## src/sv/mwb_pkg.sv

```systemverilog
// Shared types, constants and helper function of the multi-hart write-back stage.
package mwb_pkg;

    localparam int HARTS         = 4;
    localparam int HART_W        = 2;
    localparam int REG_W         = 5;
    localparam int XLEN          = 32;
    localparam int RUNNING_HARTS = 4;

    // Load funct3 codes.
    localparam logic [2:0] LB  = 3'd0;
    localparam logic [2:0] LH  = 3'd1;
    localparam logic [2:0] LW  = 3'd2;
    localparam logic [2:0] LBU = 3'd4;
    localparam logic [2:0] LHU = 3'd5;

    // Bit positions in the command field.
    localparam int CMD_EX_BIT  = 0;
    localparam int CMD_MEM_BIT = 1;

    typedef struct packed {
        logic [1:0]        command;
        logic [HART_W-1:0] mem_hart;
        logic [REG_W-1:0]  mem_dest;
        logic              mem_no_dest;
        logic [XLEN-1:0]   mem_bytes;
        logic [1:0]        mem_offset;
        logic [2:0]        mem_size;
        logic [HART_W-1:0] ex_hart;
        logic [REG_W-1:0]  ex_dest;
        logic              ex_no_dest;
        logic              ex_is_ret;
        logic [XLEN-1:0]   ex_result;
    } wb_item_t;

    typedef struct packed {
        logic              unlock_valid;
        logic [REG_W-1:0]  dest_reg;
        logic [HART_W-1:0] dest_hart;
        logic              rf_write_enable;
        logic [XLEN-1:0]   rf_write_value;
        logic [HARTS-1:0]  full_mask;
        logic [HARTS-1:0]  exited_mask;
    } wb_result_t;

    // Harts that are not running start out as exited.
    function automatic logic [HARTS-1:0] exited_reset();
        logic [HARTS-1:0] m;
        m = '0;
        for (int h = 0; h < HARTS; h++) begin
            m[h] = (h >= RUNNING_HARTS);
        end
        return m;
    endfunction

endpackage

```

## src/sv/mwb_load_extract.sv

```systemverilog
// Load data extraction: picks and extends the byte, half or word of a load.
module mwb_load_extract (
    input  logic [mwb_pkg::XLEN-1:0] bytes_in,
    input  logic [1:0]               offset,
    input  logic [2:0]               size,
    output logic [mwb_pkg::XLEN-1:0] value
);

    logic [7:0]  byte_sel;
    logic [15:0] half_sel;

    assign byte_sel = bytes_in[8*offset +: 8];
    assign half_sel = offset[1] ? bytes_in[31:16] : bytes_in[15:0];

    always_comb begin
        case (size)
            mwb_pkg::LB:  value = {{24{byte_sel[7]}}, byte_sel};
            mwb_pkg::LH:  value = {{16{half_sel[15]}}, half_sel};
            mwb_pkg::LW:  value = bytes_in;
            mwb_pkg::LBU: value = {24'd0, byte_sel};
            mwb_pkg::LHU: value = {16'd0, half_sel};
            default:      value = '0;
        endcase
    end

endmodule

```

## src/sv/mwb_slot_file.sv

```systemverilog
// Per-hart pending slots: retirement of the lowest full hart and refill from both stages.
module mwb_slot_file (
    input  logic                     aclk,
    input  logic                     aresetn,
    input  logic                     fire,
    input  mwb_pkg::wb_item_t        item,
    input  logic [mwb_pkg::XLEN-1:0] loaded,
    output mwb_pkg::wb_result_t      result
);

    logic [mwb_pkg::HARTS-1:0]  slot_full_reg,   slot_full_next;
    logic [mwb_pkg::HARTS-1:0]  slot_exited_reg, slot_exited_next;
    logic [mwb_pkg::HARTS-1:0]  slot_no_dest_reg, slot_no_dest_next;
    logic [mwb_pkg::HARTS-1:0]  slot_ret_reg,    slot_ret_next;
    logic [mwb_pkg::REG_W-1:0]  slot_dest_reg    [mwb_pkg::HARTS];
    logic [mwb_pkg::REG_W-1:0]  slot_dest_next   [mwb_pkg::HARTS];
    logic [mwb_pkg::XLEN-1:0]   slot_value_reg   [mwb_pkg::HARTS];
    logic [mwb_pkg::XLEN-1:0]   slot_value_next  [mwb_pkg::HARTS];

    logic                       any_full;
    logic [mwb_pkg::HART_W-1:0] sel;
    logic                       mem_valid;
    logic                       ex_valid;

    assign mem_valid = item.command[mwb_pkg::CMD_MEM_BIT];
    assign ex_valid  = item.command[mwb_pkg::CMD_EX_BIT];
    assign any_full  = |slot_full_reg;

    always_comb begin
        // Priority pick: the lowest-numbered full hart, the last hart when none is full.
        sel = mwb_pkg::HART_W'(mwb_pkg::HARTS - 1);
        for (int h = mwb_pkg::HARTS - 1; h >= 0; h--) begin
            if (slot_full_reg[h]) begin
                sel = mwb_pkg::HART_W'(h);
            end
        end

        slot_full_next    = slot_full_reg;
        slot_exited_next  = slot_exited_reg;
        slot_no_dest_next = slot_no_dest_reg;
        slot_ret_next     = slot_ret_reg;
        slot_dest_next    = slot_dest_reg;
        slot_value_next   = slot_value_reg;

        // Retire first.
        if (any_full) begin
            slot_full_next[sel] = 1'b0;
            if (slot_ret_reg[sel] && (slot_value_reg[sel] == '0)) begin
                slot_exited_next[sel] = 1'b1;
            end
        end

        // Then refill. The execute beat overwrites the memory beat's fields on the
        // same hart, but the loaded word is written last and keeps the value field.
        if (mem_valid) begin
            slot_full_next[item.mem_hart]    = 1'b1;
            slot_dest_next[item.mem_hart]    = item.mem_dest;
            slot_no_dest_next[item.mem_hart] = item.mem_no_dest;
            slot_ret_next[item.mem_hart]     = 1'b0;
        end
        if (ex_valid) begin
            slot_full_next[item.ex_hart]    = 1'b1;
            slot_value_next[item.ex_hart]   = item.ex_result;
            slot_dest_next[item.ex_hart]    = item.ex_dest;
            slot_no_dest_next[item.ex_hart] = item.ex_no_dest;
            slot_ret_next[item.ex_hart]     = item.ex_is_ret;
        end
        if (mem_valid) begin
            slot_value_next[item.mem_hart] = loaded;
        end

        result.unlock_valid    = any_full && (slot_dest_reg[sel] != '0);
        result.dest_reg        = slot_dest_reg[sel];
        result.dest_hart       = sel;
        result.rf_write_enable = any_full && !slot_no_dest_reg[sel];
        result.rf_write_value  = result.rf_write_enable ? slot_value_reg[sel] : '0;
        result.full_mask       = slot_full_next;
        result.exited_mask     = slot_exited_next;
    end

    always_ff @(posedge aclk) begin
        if (!aresetn) begin
            slot_full_reg   <= '0;
            slot_exited_reg <= mwb_pkg::exited_reset();
            for (int h = 0; h < mwb_pkg::HARTS; h++) begin
                slot_dest_reg[h] <= '0;
            end
        end else if (fire) begin
            slot_full_reg   <= slot_full_next;
            slot_exited_reg <= slot_exited_next;
            slot_dest_reg   <= slot_dest_next;
        end
    end

    always_ff @(posedge aclk) begin
        if (fire) begin
            slot_no_dest_reg <= slot_no_dest_next;
            slot_ret_reg     <= slot_ret_next;
            slot_value_reg   <= slot_value_next;
        end
    end

`ifndef NO_ASSERTIONS
    a_write_from_full_slot: assert property (@(posedge aclk) disable iff (!aresetn)
        fire && result.rf_write_enable |-> slot_full_reg[result.dest_hart])
        else $error("register-file write issued from an empty slot");

    a_idle_holds_flags: assert property (@(posedge aclk) disable iff (!aresetn)
        !fire |=> $stable(slot_full_reg) && $stable(slot_exited_reg))
        else $error("slot flags changed without a beat");

    a_exited_sticky: assert property (@(posedge aclk) disable iff (!aresetn)
        fire |=> (slot_exited_reg & $past(slot_exited_reg)) == $past(slot_exited_reg))
        else $error("an exited hart came back to life");
`endif

endmodule

```

## src/sv/multihart_writeback_stage_core.sv

```systemverilog
// Top level of the multi-hart write-back stage: input register, slot logic, result register.
//
// The s_ channel carries one beat per cycle while s_ready is high; each beat
// bundles what the memory and execute stages hand over: s_command bit 1 marks
// a valid memory-stage instruction, bit 0 a valid execute-stage instruction,
// and a beat with neither still retires one slot if any is full. Each accepted
// beat yields exactly one result beat on the m_ channel: the retirement of the
// lowest-numbered full hart (register-file write, unlock, exit) plus the full
// and exited masks after the beat's refill has been applied.
//
// A beat accepted on s_ sits in the input register; when it fires, the slot
// logic updates the per-hart slots while the result moves into the result
// register, which presents it on m_. Throughput is one beat per cycle while
// m_ready is not held low, set by the single pass through the slot logic.
//
// If the receiver holds m_ready low, the result register keeps its beat and
// the slots and an occupied input register freeze; s_ready drops once the
// input register is also occupied. Reset (aresetn low, synchronous) empties
// both registers, clears all full flags and destinations, and marks harts at
// or above the running-hart count as exited.
module multihart_writeback_stage_core (
    input  logic                       aclk,
    input  logic                       aresetn,

    input  logic                       s_valid,
    output logic                       s_ready,
    input  logic [1:0]                 s_command,
    input  logic [mwb_pkg::HART_W-1:0] s_mem_hart,
    input  logic [mwb_pkg::REG_W-1:0]  s_mem_dest,
    input  logic                       s_mem_no_dest,
    input  logic [mwb_pkg::XLEN-1:0]   s_mem_bytes,
    input  logic [1:0]                 s_mem_offset,
    input  logic [2:0]                 s_mem_size,
    input  logic [mwb_pkg::HART_W-1:0] s_ex_hart,
    input  logic [mwb_pkg::REG_W-1:0]  s_ex_dest,
    input  logic                       s_ex_no_dest,
    input  logic                       s_ex_is_ret,
    input  logic [mwb_pkg::XLEN-1:0]   s_ex_result,

    output logic                       m_valid,
    input  logic                       m_ready,
    output logic                       m_unlock_valid,
    output logic [mwb_pkg::REG_W-1:0]  m_dest_reg,
    output logic [mwb_pkg::HART_W-1:0] m_dest_hart,
    output logic                       m_rf_write_enable,
    output logic [mwb_pkg::XLEN-1:0]   m_rf_write_value,
    output logic [mwb_pkg::HARTS-1:0]  m_full_mask,
    output logic [mwb_pkg::HARTS-1:0]  m_exited_mask
);

    logic                      in_valid_reg;
    mwb_pkg::wb_item_t         in_item_reg;
    logic                      out_valid_reg;
    mwb_pkg::wb_result_t       out_result_reg;

    logic                      out_free;
    logic                      fire;
    logic [mwb_pkg::XLEN-1:0]  loaded;
    mwb_pkg::wb_result_t       result;

    // The result register can take a new beat when it is empty or being drained.
    assign out_free = !out_valid_reg || m_ready;
    // A beat in the input register passes through the slot logic when the result
    // register can take it; only then do the slots change.
    assign fire     = in_valid_reg && out_free;
    assign s_ready  = !in_valid_reg || out_free;

    always_ff @(posedge aclk) begin
        if (!aresetn) begin
            in_valid_reg <= 1'b0;
        end else if (s_ready) begin
            in_valid_reg <= s_valid;
        end
    end

    always_ff @(posedge aclk) begin
        if (s_valid && s_ready) begin
            in_item_reg.command     <= s_command;
            in_item_reg.mem_hart    <= s_mem_hart;
            in_item_reg.mem_dest    <= s_mem_dest;
            in_item_reg.mem_no_dest <= s_mem_no_dest;
            in_item_reg.mem_bytes   <= s_mem_bytes;
            in_item_reg.mem_offset  <= s_mem_offset;
            in_item_reg.mem_size    <= s_mem_size;
            in_item_reg.ex_hart     <= s_ex_hart;
            in_item_reg.ex_dest     <= s_ex_dest;
            in_item_reg.ex_no_dest  <= s_ex_no_dest;
            in_item_reg.ex_is_ret   <= s_ex_is_ret;
            in_item_reg.ex_result   <= s_ex_result;
        end
    end

    mwb_load_extract u_load (
        .bytes_in (in_item_reg.mem_bytes),
        .offset   (in_item_reg.mem_offset),
        .size     (in_item_reg.mem_size),
        .value    (loaded)
    );

    mwb_slot_file u_slots (
        .aclk    (aclk),
        .aresetn (aresetn),
        .fire    (fire),
        .item    (in_item_reg),
        .loaded  (loaded),
        .result  (result)
    );

    always_ff @(posedge aclk) begin
        if (!aresetn) begin
            out_valid_reg <= 1'b0;
        end else if (out_free) begin
            out_valid_reg <= fire;
        end
    end

    always_ff @(posedge aclk) begin
        if (fire) begin
            out_result_reg <= result;
        end
    end

    assign m_valid           = out_valid_reg;
    assign m_unlock_valid    = out_result_reg.unlock_valid;
    assign m_dest_reg        = out_result_reg.dest_reg;
    assign m_dest_hart       = out_result_reg.dest_hart;
    assign m_rf_write_enable = out_result_reg.rf_write_enable;
    assign m_rf_write_value  = out_result_reg.rf_write_value;
    assign m_full_mask       = out_result_reg.full_mask;
    assign m_exited_mask     = out_result_reg.exited_mask;

endmodule
```

## config.mk

```make
export PLATFORM = sky130hd
export DESIGN_NAME = multihart_writeback_stage_core
export DESIGN_NICKNAME = d
export VERILOG_FILES = /design/src/sv/mwb_pkg.sv /design/src/sv/mwb_load_extract.sv /design/src/sv/mwb_slot_file.sv /design/src/sv/multihart_writeback_stage_core.sv
export SDC_FILE = /design/constraint.sdc
export NUM_CORES = 1
export LEC_CHECK = 0
export ABC_AREA = 1
export BUFFER_PORTS_ARGS = -buffer_cell sky130_fd_sc_hd__buf_2
export CAP_MARGIN = 30
export CORE_MARGIN = 2
export CORE_UTILIZATION = 35
export CTS_CLUSTER_SIZE = 40
export DETAILED_ROUTE_END_ITERATION = 16
export PLACE_DENSITY = 0.59
export REMOVE_ABC_BUFFERS = 1
export SKIP_CTS_REPAIR_TIMING = 1
export SYNTH_ARGS = -nofsm -noshare
export SYNTH_HDL_FRONTEND = slang
export SYNTH_SLANG_ARGS = --single-unit
export TNS_END_PERCENT = 30
```

## constraint.sdc

```tcl
create_clock -name aclk -period 7.5 [get_ports aclk]
set_clock_uncertainty 0.05 [all_clocks]
set_input_delay 0.375 -clock aclk [delete_from_list [all_inputs] [get_ports aclk]]
set_output_delay 0.375 -clock aclk [all_outputs]
set_load 0.01 [all_outputs]
```

* After elaboration in Yosys (flattened, before gate mapping)
Cells that the tools add are included. W data, S select, Z words.
Operators by class: $lt $le $gt $ge 11, eq/ne operators 4, shift-type cells 1, mux-type cells 49, bitwise gates (word level) 10, reductions and logical operators 19
Operator list (count):
- $bwmux W128 | 2
- $mux W128 | 2
- $pmux W32 S5 | 1
- $demux W32 S2 | 2
- $mux W32 | 4
- $bmux W32 S2 | 1
- $bwmux W20 | 2
- $mux W20 | 2
- $mux W4 | 9
- $logic_not A32 Y1 | 1
- $shiftx A32 B6 Y8 | 1
- $demux W5 S2 | 2
- $mux W5 | 4
- $mux W16 | 1
- $bwmux W4 | 3
- $or A4 B4 Y4 | 3
- $bmux W5 S2 | 1
- $logic_and A1 B1 Y1 | 10
- $ge A3 B3 Y1 const B | 3
- $lt A2 B3 Y1 const B | 3
- $not A2 Y3 | 3
- $and A4 B4 Y4 | 2
- $not A4 Y4 | 2
- $demux W1 S2 | 3
- other kinds (13) | 27
Word-level totals: flip-flop bits (word level) 303, input port bits 92, output and inout bits 51, logic and storage cells 127

* Logic depth before layout (Yosys ltp)
Gate-level depths: netlist of run 1.
word-level depth 14, depth in mapped cells 14, mapped depth without buffers 12

* By module
From an unflattened synthesis of run 1, not the netlist that was laid out.
Second synthesis, totals: cell total of the unflattened synthesis 1631, area total of the unflattened synthesis 14983.1 um^2
By module, submodules not included:
- mwb_slot_file | times used 1, cells each 1274, area an instance 9874.5 um^2, sequential area each 4644.5 um^2
- multihart_writeback_stage_core | times used 1, cells each 150, area an instance 4209.0 um^2, sequential area each 4154.0 um^2
- mwb_load_extract | times used 1, cells each 207, area an instance 899.6 um^2, sequential area each 0.0 um^2

* Worst setup path after synthesis of run 1
Ideal clock, no wire load.
path type input to register, start point input port m_ready, end point register u_slots.slot_dest_reg[8] (netlist bit), setup time 0.085 ns, arrival time 6.568 ns, required time 7.365 ns, slack 0.797 ns, stages on the path 7, buffers on the path 1, path through inv_1 -> nand2_1 -> nand2_1 -> inv_1 -> clkbuf_1 -> o211ai_1 -> a21oi_1
On the way: word-level cells in the longest chain between the ends 2
RTL lines:
- from (decl) | RTL line multihart_writeback_stage_core.sv:41 | input logic m_ready,
- $logic_or A1 B1 Y1 | RTL line multihart_writeback_stage_core.sv:62 | assign out_free = !out_valid_reg || m_ready;
- $logic_and A1 B1 Y1 | RTL line multihart_writeback_stage_core.sv:65 | assign fire = in_valid_reg && out_free;
- named net fire | RTL line multihart_writeback_stage_core.sv:57 | logic fire;
- to (signal assigned) | RTL line mwb_slot_file.sv:91 | slot_dest_reg <= slot_dest_next;
- to (decl) | RTL line mwb_slot_file.sv:15 | logic [mwb_pkg::REG_W-1:0] slot_dest_reg [mwb_pkg::HARTS];
The timed path passes the listed nets, and every way through them passes these cells. A chain may end at the register's enable or synchronous reset.

==> impl_metrics.csv, run 1 <==
group,metric,value,unit
placed_design,io_buffers,142,
setup_path,cp-end-kind,"flop",
setup_path,path_common_cell,"nand2_1",
cells_and_area,n_antenna_cell,0,
global_routing,grt_pass1_wl,67.66,mm
pwr,total_power,4.295,mW
placed_design,dp_slack,4.206,ns
drt,ant_nets,0,
sta,fin_crit,3.399,ns
floorplanning,floorplan.initialDensity,0.3526,
floorplanning,io_pins,143,
synthesis,avgSynthCellArea,9.238,um^2
cells_and_area,largest_reg_flops,128,
sta,fin_ws,4.101,ns
setup_path,crit_type,"reg -> reg",
synthesis,synth.largest_area_cell,"edfxtp_1",
floorplanning,die_y,208.9,um
pwr,swShare,0.2526,
synthesis,yosysUniqueCellTypes,35,
clocking,tritoncts,"done",
cells_and_area,drive_above_1_share,0.1324,
floorplanning,die_area,43620,um^2
cells_and_area,finalInstanceArea,18030,um^2
sta,finalSetupViolations,0,
setup_path,required,7.85,ns
setup_path,startpoint_type,"flop",
floorplanning,fp-row-count,75,
synthesis,netlist.area_leader.share,0.5581,
synthesis,syn_area,14690,um^2
pwr,p_comb_frac,0.113,
synthesis,yosys_warnings,0,
clocking,root_buffer,"clkbuf_16",
setup_path,ff2ff_setup_slack,4.10,ns
placed_design,dp_hpwl,28.13,mm
setup_path,r2r-start,"u_slots.slot_full_reg[0]",
setup_path,crit_path_start,"u_slots.slot_full_reg[0]",
drt,wire_per_inst,19.37,um
placed_design,postPlaceCellArea,15950,um^2
sta,worst_pin_slew,0.9795,ns
synthesis,synth_edf_count,273,
drt,first_pass_iters,7,
synthesis,yosysSeqAreaShare,0.5990,
pwr,p_sw,1.085,mW
sta,finalCritPeriodShare,0.4532,
clocking,clock_latency,0.55,ns
synthesis,async_flop_share,0,
global_routing,antenna_found_initial,0,
job,maxCapViolCount,0,
setup_path,worstRegToRegCells,14,
cells_and_area,multi_input_area,4846,um^2
global_routing,grt_max_degree,135,
sta,fin_setup_tns,0,ns
global_routing,grt_overflow,0,
hold_path,hold_path_class,"in -> reg",
drt,vias,12255,
cells_and_area,num-fill-cells,4096,
synthesis,synth.area.top_cells,"edfxtp_1 56%, nand2_1 9.7%, o21ai_0 8.7%, inv_1 4.8%, dfxtp_1 4.1%",
synthesis,ys_ff_latch,303,
sta,maxSlewHeadroom,0.3470,
pwr,ir_worst_vdd,139.2,uV
pwr,pwr-share-seq,0.470,
pwr,cellLeakagePower,7.366,nW
clocking,clock_path_buffers,3,
synthesis,synth_ff_type,"edfxtp_1",
drt,wl,45.56,mm
sta,slew_viol_final,0,
pwr,power.density,238.2,nW/um^2
clocking,cts.sinks,303,
global_routing,grt_use_total,0.2021,
cells_and_area,fin_cells,2352,
global_routing,grt_pass1_vias,11425,
cells_and_area,final_nets,1879,
clocking,clkTransAtPathRegs,0.06,ns
pwr,p_clk_frac,0.418,
cells_and_area,register_area,8798,um^2
setup_path,critPathMaxStageDelay,0.72,ns
drt,drt_first_iter_violations,1264,
sta,fmax,294.2,MHz
placed_design,placed_cells,2200,
setup_path,path_max_fanout,38,
floorplanning,die_width,208.9,um
setup_path,crit_arrival,3.75,ns
sta,fin_hold_ws,0.07726,ns
pwr,intPower,3.210,mW
setup_path,timing.rr.end,"m_exited_mask[2]",
drt,vias_per_cell,5.210,
setup_path,critPathCapture,"m_exited_mask[2]",
synthesis,synth_cells,1590,
clocking,cts_buffers,36,
clocking,cts.htree.levels,2,
placed_design,gp_congestion,0.8958,
setup_path,slowest_stage,"dfxtp_1",
cells_and_area,final_util,0.4327,
sta,grt_setup_unrepaired,"false",
sta,hold_viol_final,0,
setup_path,path_cells,"nor2_4 > buf_4 > nand2_1 > buf_4 > inv_2 > nand2_1 > nand2_1 > nor2_1 > nand3_1 > nor2_1 > nand2_1 > nor2_2 > nand3_1 > nand2_1",
floorplanning,coreArea,41670,um^2
run_status,status,"finished clean",
cells_and_area,synthToLayoutAreaGrowth,22.73,%
drt,drcViolationCount,0,
## synthesized netlist by cell type, types with 2 or more instances
master    number
edfxtp_1     273
or2_2          5
a31oi_1       19
inv_1        188
nand2_2        3
o211ai_1      12
dfxtp_1       30
nor2_2         3
mux2i_1       27
o22ai_1        9
o21ai_1       12
nand3_1       77
a21oi_1       64
buf_1         10
inv_2          5
buf_2          9
nor3_1         2
nor3_2         3
o221ai_1      14
nor2_1        89
a221oi_1       9
clkbuf_1      68
a211oi_1      14
o21ai_0      255
nand2_1      380
## how the worst min path moves through the flow
stage,end,startpoint,cells after the start,slack [ns]
floorplan,u_slots.slot_dest_reg[10],u_slots.slot_dest_reg[10],2,0.38
global placement,u_slots.slot_dest_reg[11],u_slots.slot_dest_reg[11],2,0.39
detailed placement,u_slots.slot_dest_reg[10],u_slots.slot_dest_reg[10],2,0.39
CTS,in_item_reg[19],s_ex_result[19],1,-0.07
global route,m_valid,m_ready,4,0.09
finish,m_valid,m_ready,4,0.08
## critical path: cells and delay by family (launching register included)
kind | cells | cell delay [ns]
buf+inv | 3 | 0.78
flops | 1 | 0.72
simple gates | 11 | 1.65
## power groups by stage
stage	sequential, mW	clock [mW]	combinational [mW]
finish	2.02	1.79	0.484
floorplan	2.04	0	0.263
CTS	2.02	1.83	0.445
global route	2.02	1.89	0.537
detailed placement	2.05	0	0.444
global placement	2.05	0	0.432
## kinds of logic after synthesis
family,count (synthesis),share of synthesized area
compound gates,412,0.1539
buf+inv,283,0.07385
flops,303,0.5990
mux,27,0.01840
simple gates,565,0.1549
## cells in the final DEF, fill, tap and decap left out, types with 3 or more instances in the layout
cell / count
o21ai_1: 12
nor2_1: 89
mux2i_1: 27
dfxtp_1: 30
nand2_1: 377
a31oi_1: 19
inv_2: 5
clkbuf_16: 37
inv_1: 186
o22ai_1: 9
nand2_2: 5
dlygate4sd3_1: 88
a21oi_1: 64
o21ai_0: 255
buf_2: 142
or2_2: 5
a221oi_1: 9
buf_4: 15
nand3_1: 77
o221ai_1: 14
clkinv_2: 5
clkinv_1: 3
clkbuf_8: 4
a211oi_1: 14
nor3_2: 3
clkbuf_1: 8
o211ai_1: 12
bufinv_16: 4
edfxtp_1: 273
## area by class of cell
type,instances,share of cell area
clock buffer,49,0.05608
multi-input combinational,1004,0.2688
sequential,303,0.4881
tap,539,0.03741
inverter,194,0.04095
clock inverter,15,0.01027
timing repair buffer,248,0.09842
## routing by layer
layer	GRT usage	routed length (um)	vias up
li1	-	-	5837
met1	0.2732	19590	5803
met2	0.3248	21410	535
met3	0.03652	3162	80
met4	0.07512	1396	0
met5	0	0	-
Note: power is estimated with default switching activity, not from simulation.
==> inputs of run 2 (changes only) <==
--- a/config.mk
+++ b/config.mk
@@ -12,7 +12,7 @@
 export CORE_UTILIZATION = 35
 export CTS_CLUSTER_SIZE = 40
 export DETAILED_ROUTE_END_ITERATION = 16
-export PLACE_DENSITY = 0.59
+export PLACE_DENSITY = 0.61
 export REMOVE_ABC_BUFFERS = 1
 export SKIP_CTS_REPAIR_TIMING = 1
 export SYNTH_ARGS = -nofsm -noshare
==> constraint.sdc (replaced) <==
create_clock -name aclk -period 2.8 [get_ports aclk]
set_clock_uncertainty 0.05 [all_clocks]
set_input_delay 0.14 -clock aclk [delete_from_list [all_inputs] [get_ports aclk]]
set_output_delay 0.14 -clock aclk [all_outputs]
set_load 0.01 [all_outputs]
==> impl_metrics.csv, run 2 (same netlist as run 1, synthesis figures left out) <==
group,metric,value,unit
run_status,status,"finished clean",
drt,wl,45.75,mm
cells_and_area,n_antenna_cell,0,
pwr,ir_worst_vdd,367.2,uV
cells_and_area,largest_reg_flops,128,
sta,hold_viol_final,0,
cells_and_area,fin_cells,2376,
pwr,cellLeakagePower,7.414,nW
sta,fin_crit,2.489,ns
hold_path,min_path_cells,2,
clocking,tritoncts,"done",
global_routing,grt_max_degree,63,
cells_and_area,final_common_cell,"nand2_1",
floorplanning,floorplan.initialDensity,0.3526,
cells_and_area,synthToLayoutAreaGrowth,23.19,%
placed_design,postPlaceCellArea,16120,um^2
placed_design,io_buffers,142,
setup_path,crit_arrival,2.82,ns
setup_path,required,3.13,ns
drt,vias,12373,
sta,grt_setup_unrepaired,"false",
setup_path,ff2ff_setup_slack,0.31,ns
clocking,clkTransAtPathRegs,0.06,ns
sta,worst_pin_slew,0.8924,ns
global_routing,antenna_found_initial,1,
global_routing,grt_pass1_vias,11487,
drt,drcViolationCount,0,
placed_design,gp_congestion,0.8624,
setup_path,startpoint_type,"flop",
cells_and_area,num-fill-cells,4022,
setup_path,timing.rr.end,"u_slots.slot_value_reg[50]",
clocking,cts.htree.levels,2,
sta,maxSlewHeadroom,0.3988,
cells_and_area,final_util,0.4343,
setup_path,path_max_fanout,12,
setup_path,cp-end-kind,"flop",
drt,vias_per_cell,5.207,
clocking,cts_buffers,35,
clocking,clock_latency,0.55,ns
drt,first_pass_iters,6,
clocking,root_buffer,"clkbuf_16",
floorplanning,fp-row-count,75,
hold_path,hold_end,"in_item_reg[72]",
setup_path,r2r-start,"in_item_reg[45]",
cells_and_area,finalInstanceArea,18090,um^2
hold_path,min_from,"s_mem_bytes[26]",
placed_design,dp_hpwl,29.48,mm
pwr,total_power,11.10,mW
job,maxCapViolCount,0,
drt,wire_per_inst,19.26,um
hold_path,hold_path_class,"in -> reg",
sta,slew_viol_final,0,
drt,drt_first_iter_violations,1542,
setup_path,worstRegToRegCells,8,
setup_path,crit_path_start,"in_item_reg[45]",
sta,finalCritPeriodShare,0.8888,
drt,ant_nets,0,
sta,fin_setup_tns,0,ns
floorplanning,coreArea,41670,um^2
cells_and_area,final_cell_mix,"379 x nand2_1, 273 x edfxtp_1, 255 x o21ai_0, 185 x inv_1, 142 x buf_2",
cells_and_area,drive_above_1_share,0.1404,
setup_path,crit_type,"reg -> reg",
sta,fmax,401.8,MHz
floorplanning,die_y,208.9,um
global_routing,grt_overflow,0,
floorplanning,die_area,43620,um^2
sta,finalSetupViolations,0,
pwr,power.density,613.5,nW/um^2
floorplanning,io_pins,143,
clocking,cts.sinks,303,
clocking,clock_path_buffers,3,
global_routing,grt_use_total,0.2030,
floorplanning,die_width,208.9,um
placed_design,placed_cells,2226,
cells_and_area,final_nets,1908,
global_routing,grt_pass1_wl,67.68,mm
-- run 2: critical path, stage by stage, from the launching register on --
cell	delay, ns
edfxtp_1	0.50
nand2_1	0.11
o21ai_0	0.14
o21ai_0	0.28
nand3_1	0.44
buf_4	0.33
nand3_1	0.20
nor2_1	0.07
a31oi_1	0.19
-- run 2: per-stage QoR --
stage	worst slack [ns]	hold WS (ns)
floorplan	-3.441	0.1889
global placement	0.2953	0.2669
detailed placement	0.2069	0.2681
CTS	0.1867	-0.3123
global route	0.1057	0.2280
finish	0.3114	0.2497
-- run 2: how the worst max path moves through the flow --
stage	end	slack, ns	depth (start not counted)
after floorplan	u_slots.slot_dest_reg[0]	-3.44	5
after global placement	m_exited_mask[1]	0.30	9
after detailed placement	u_slots.slot_exited_reg[3]	0.21	9
after CTS	u_slots.slot_exited_reg[3]	0.19	9
after global routing	m_exited_mask[1]	0.11	13
final	u_slots.slot_value_reg[50]	0.31	8
-- run 2: area by class of cell --
type / instances / area [um^2] / area share
timing repair buffer: 278 / 1999 / 0.1105
clock inverter: 15 / 138.9 / 0.007675
multi-input combinational: 1004 / 4836 / 0.2673
clock buffer: 43 / 905.9 / 0.05006
tap: 539 / 674.4 / 0.03727
sequential: 303 / 8800 / 0.4863
inverter: 194 / 740.7 / 0.04093
-- run 2: power breakdown --
part | internal (mW) | leakage [nW] | switching (mW)
sequential | 5.25 | 2.86 | 0.135
combinational | 0.465 | 4.05 | 0.884
clock | 2.49 | 0.501 | 1.88
total | 8.20 | 7.41 | 2.90
-- run 2: layer usage --
metal	vias to the layer above	global-route usage	share of wire
li1	5895	-	-
met4	2	0.07414	0.029
met2	592	0.3218	0.46
met1	5799	0.2735	0.43
met5	-	0	0.00039
met3	85	0.04479	0.083
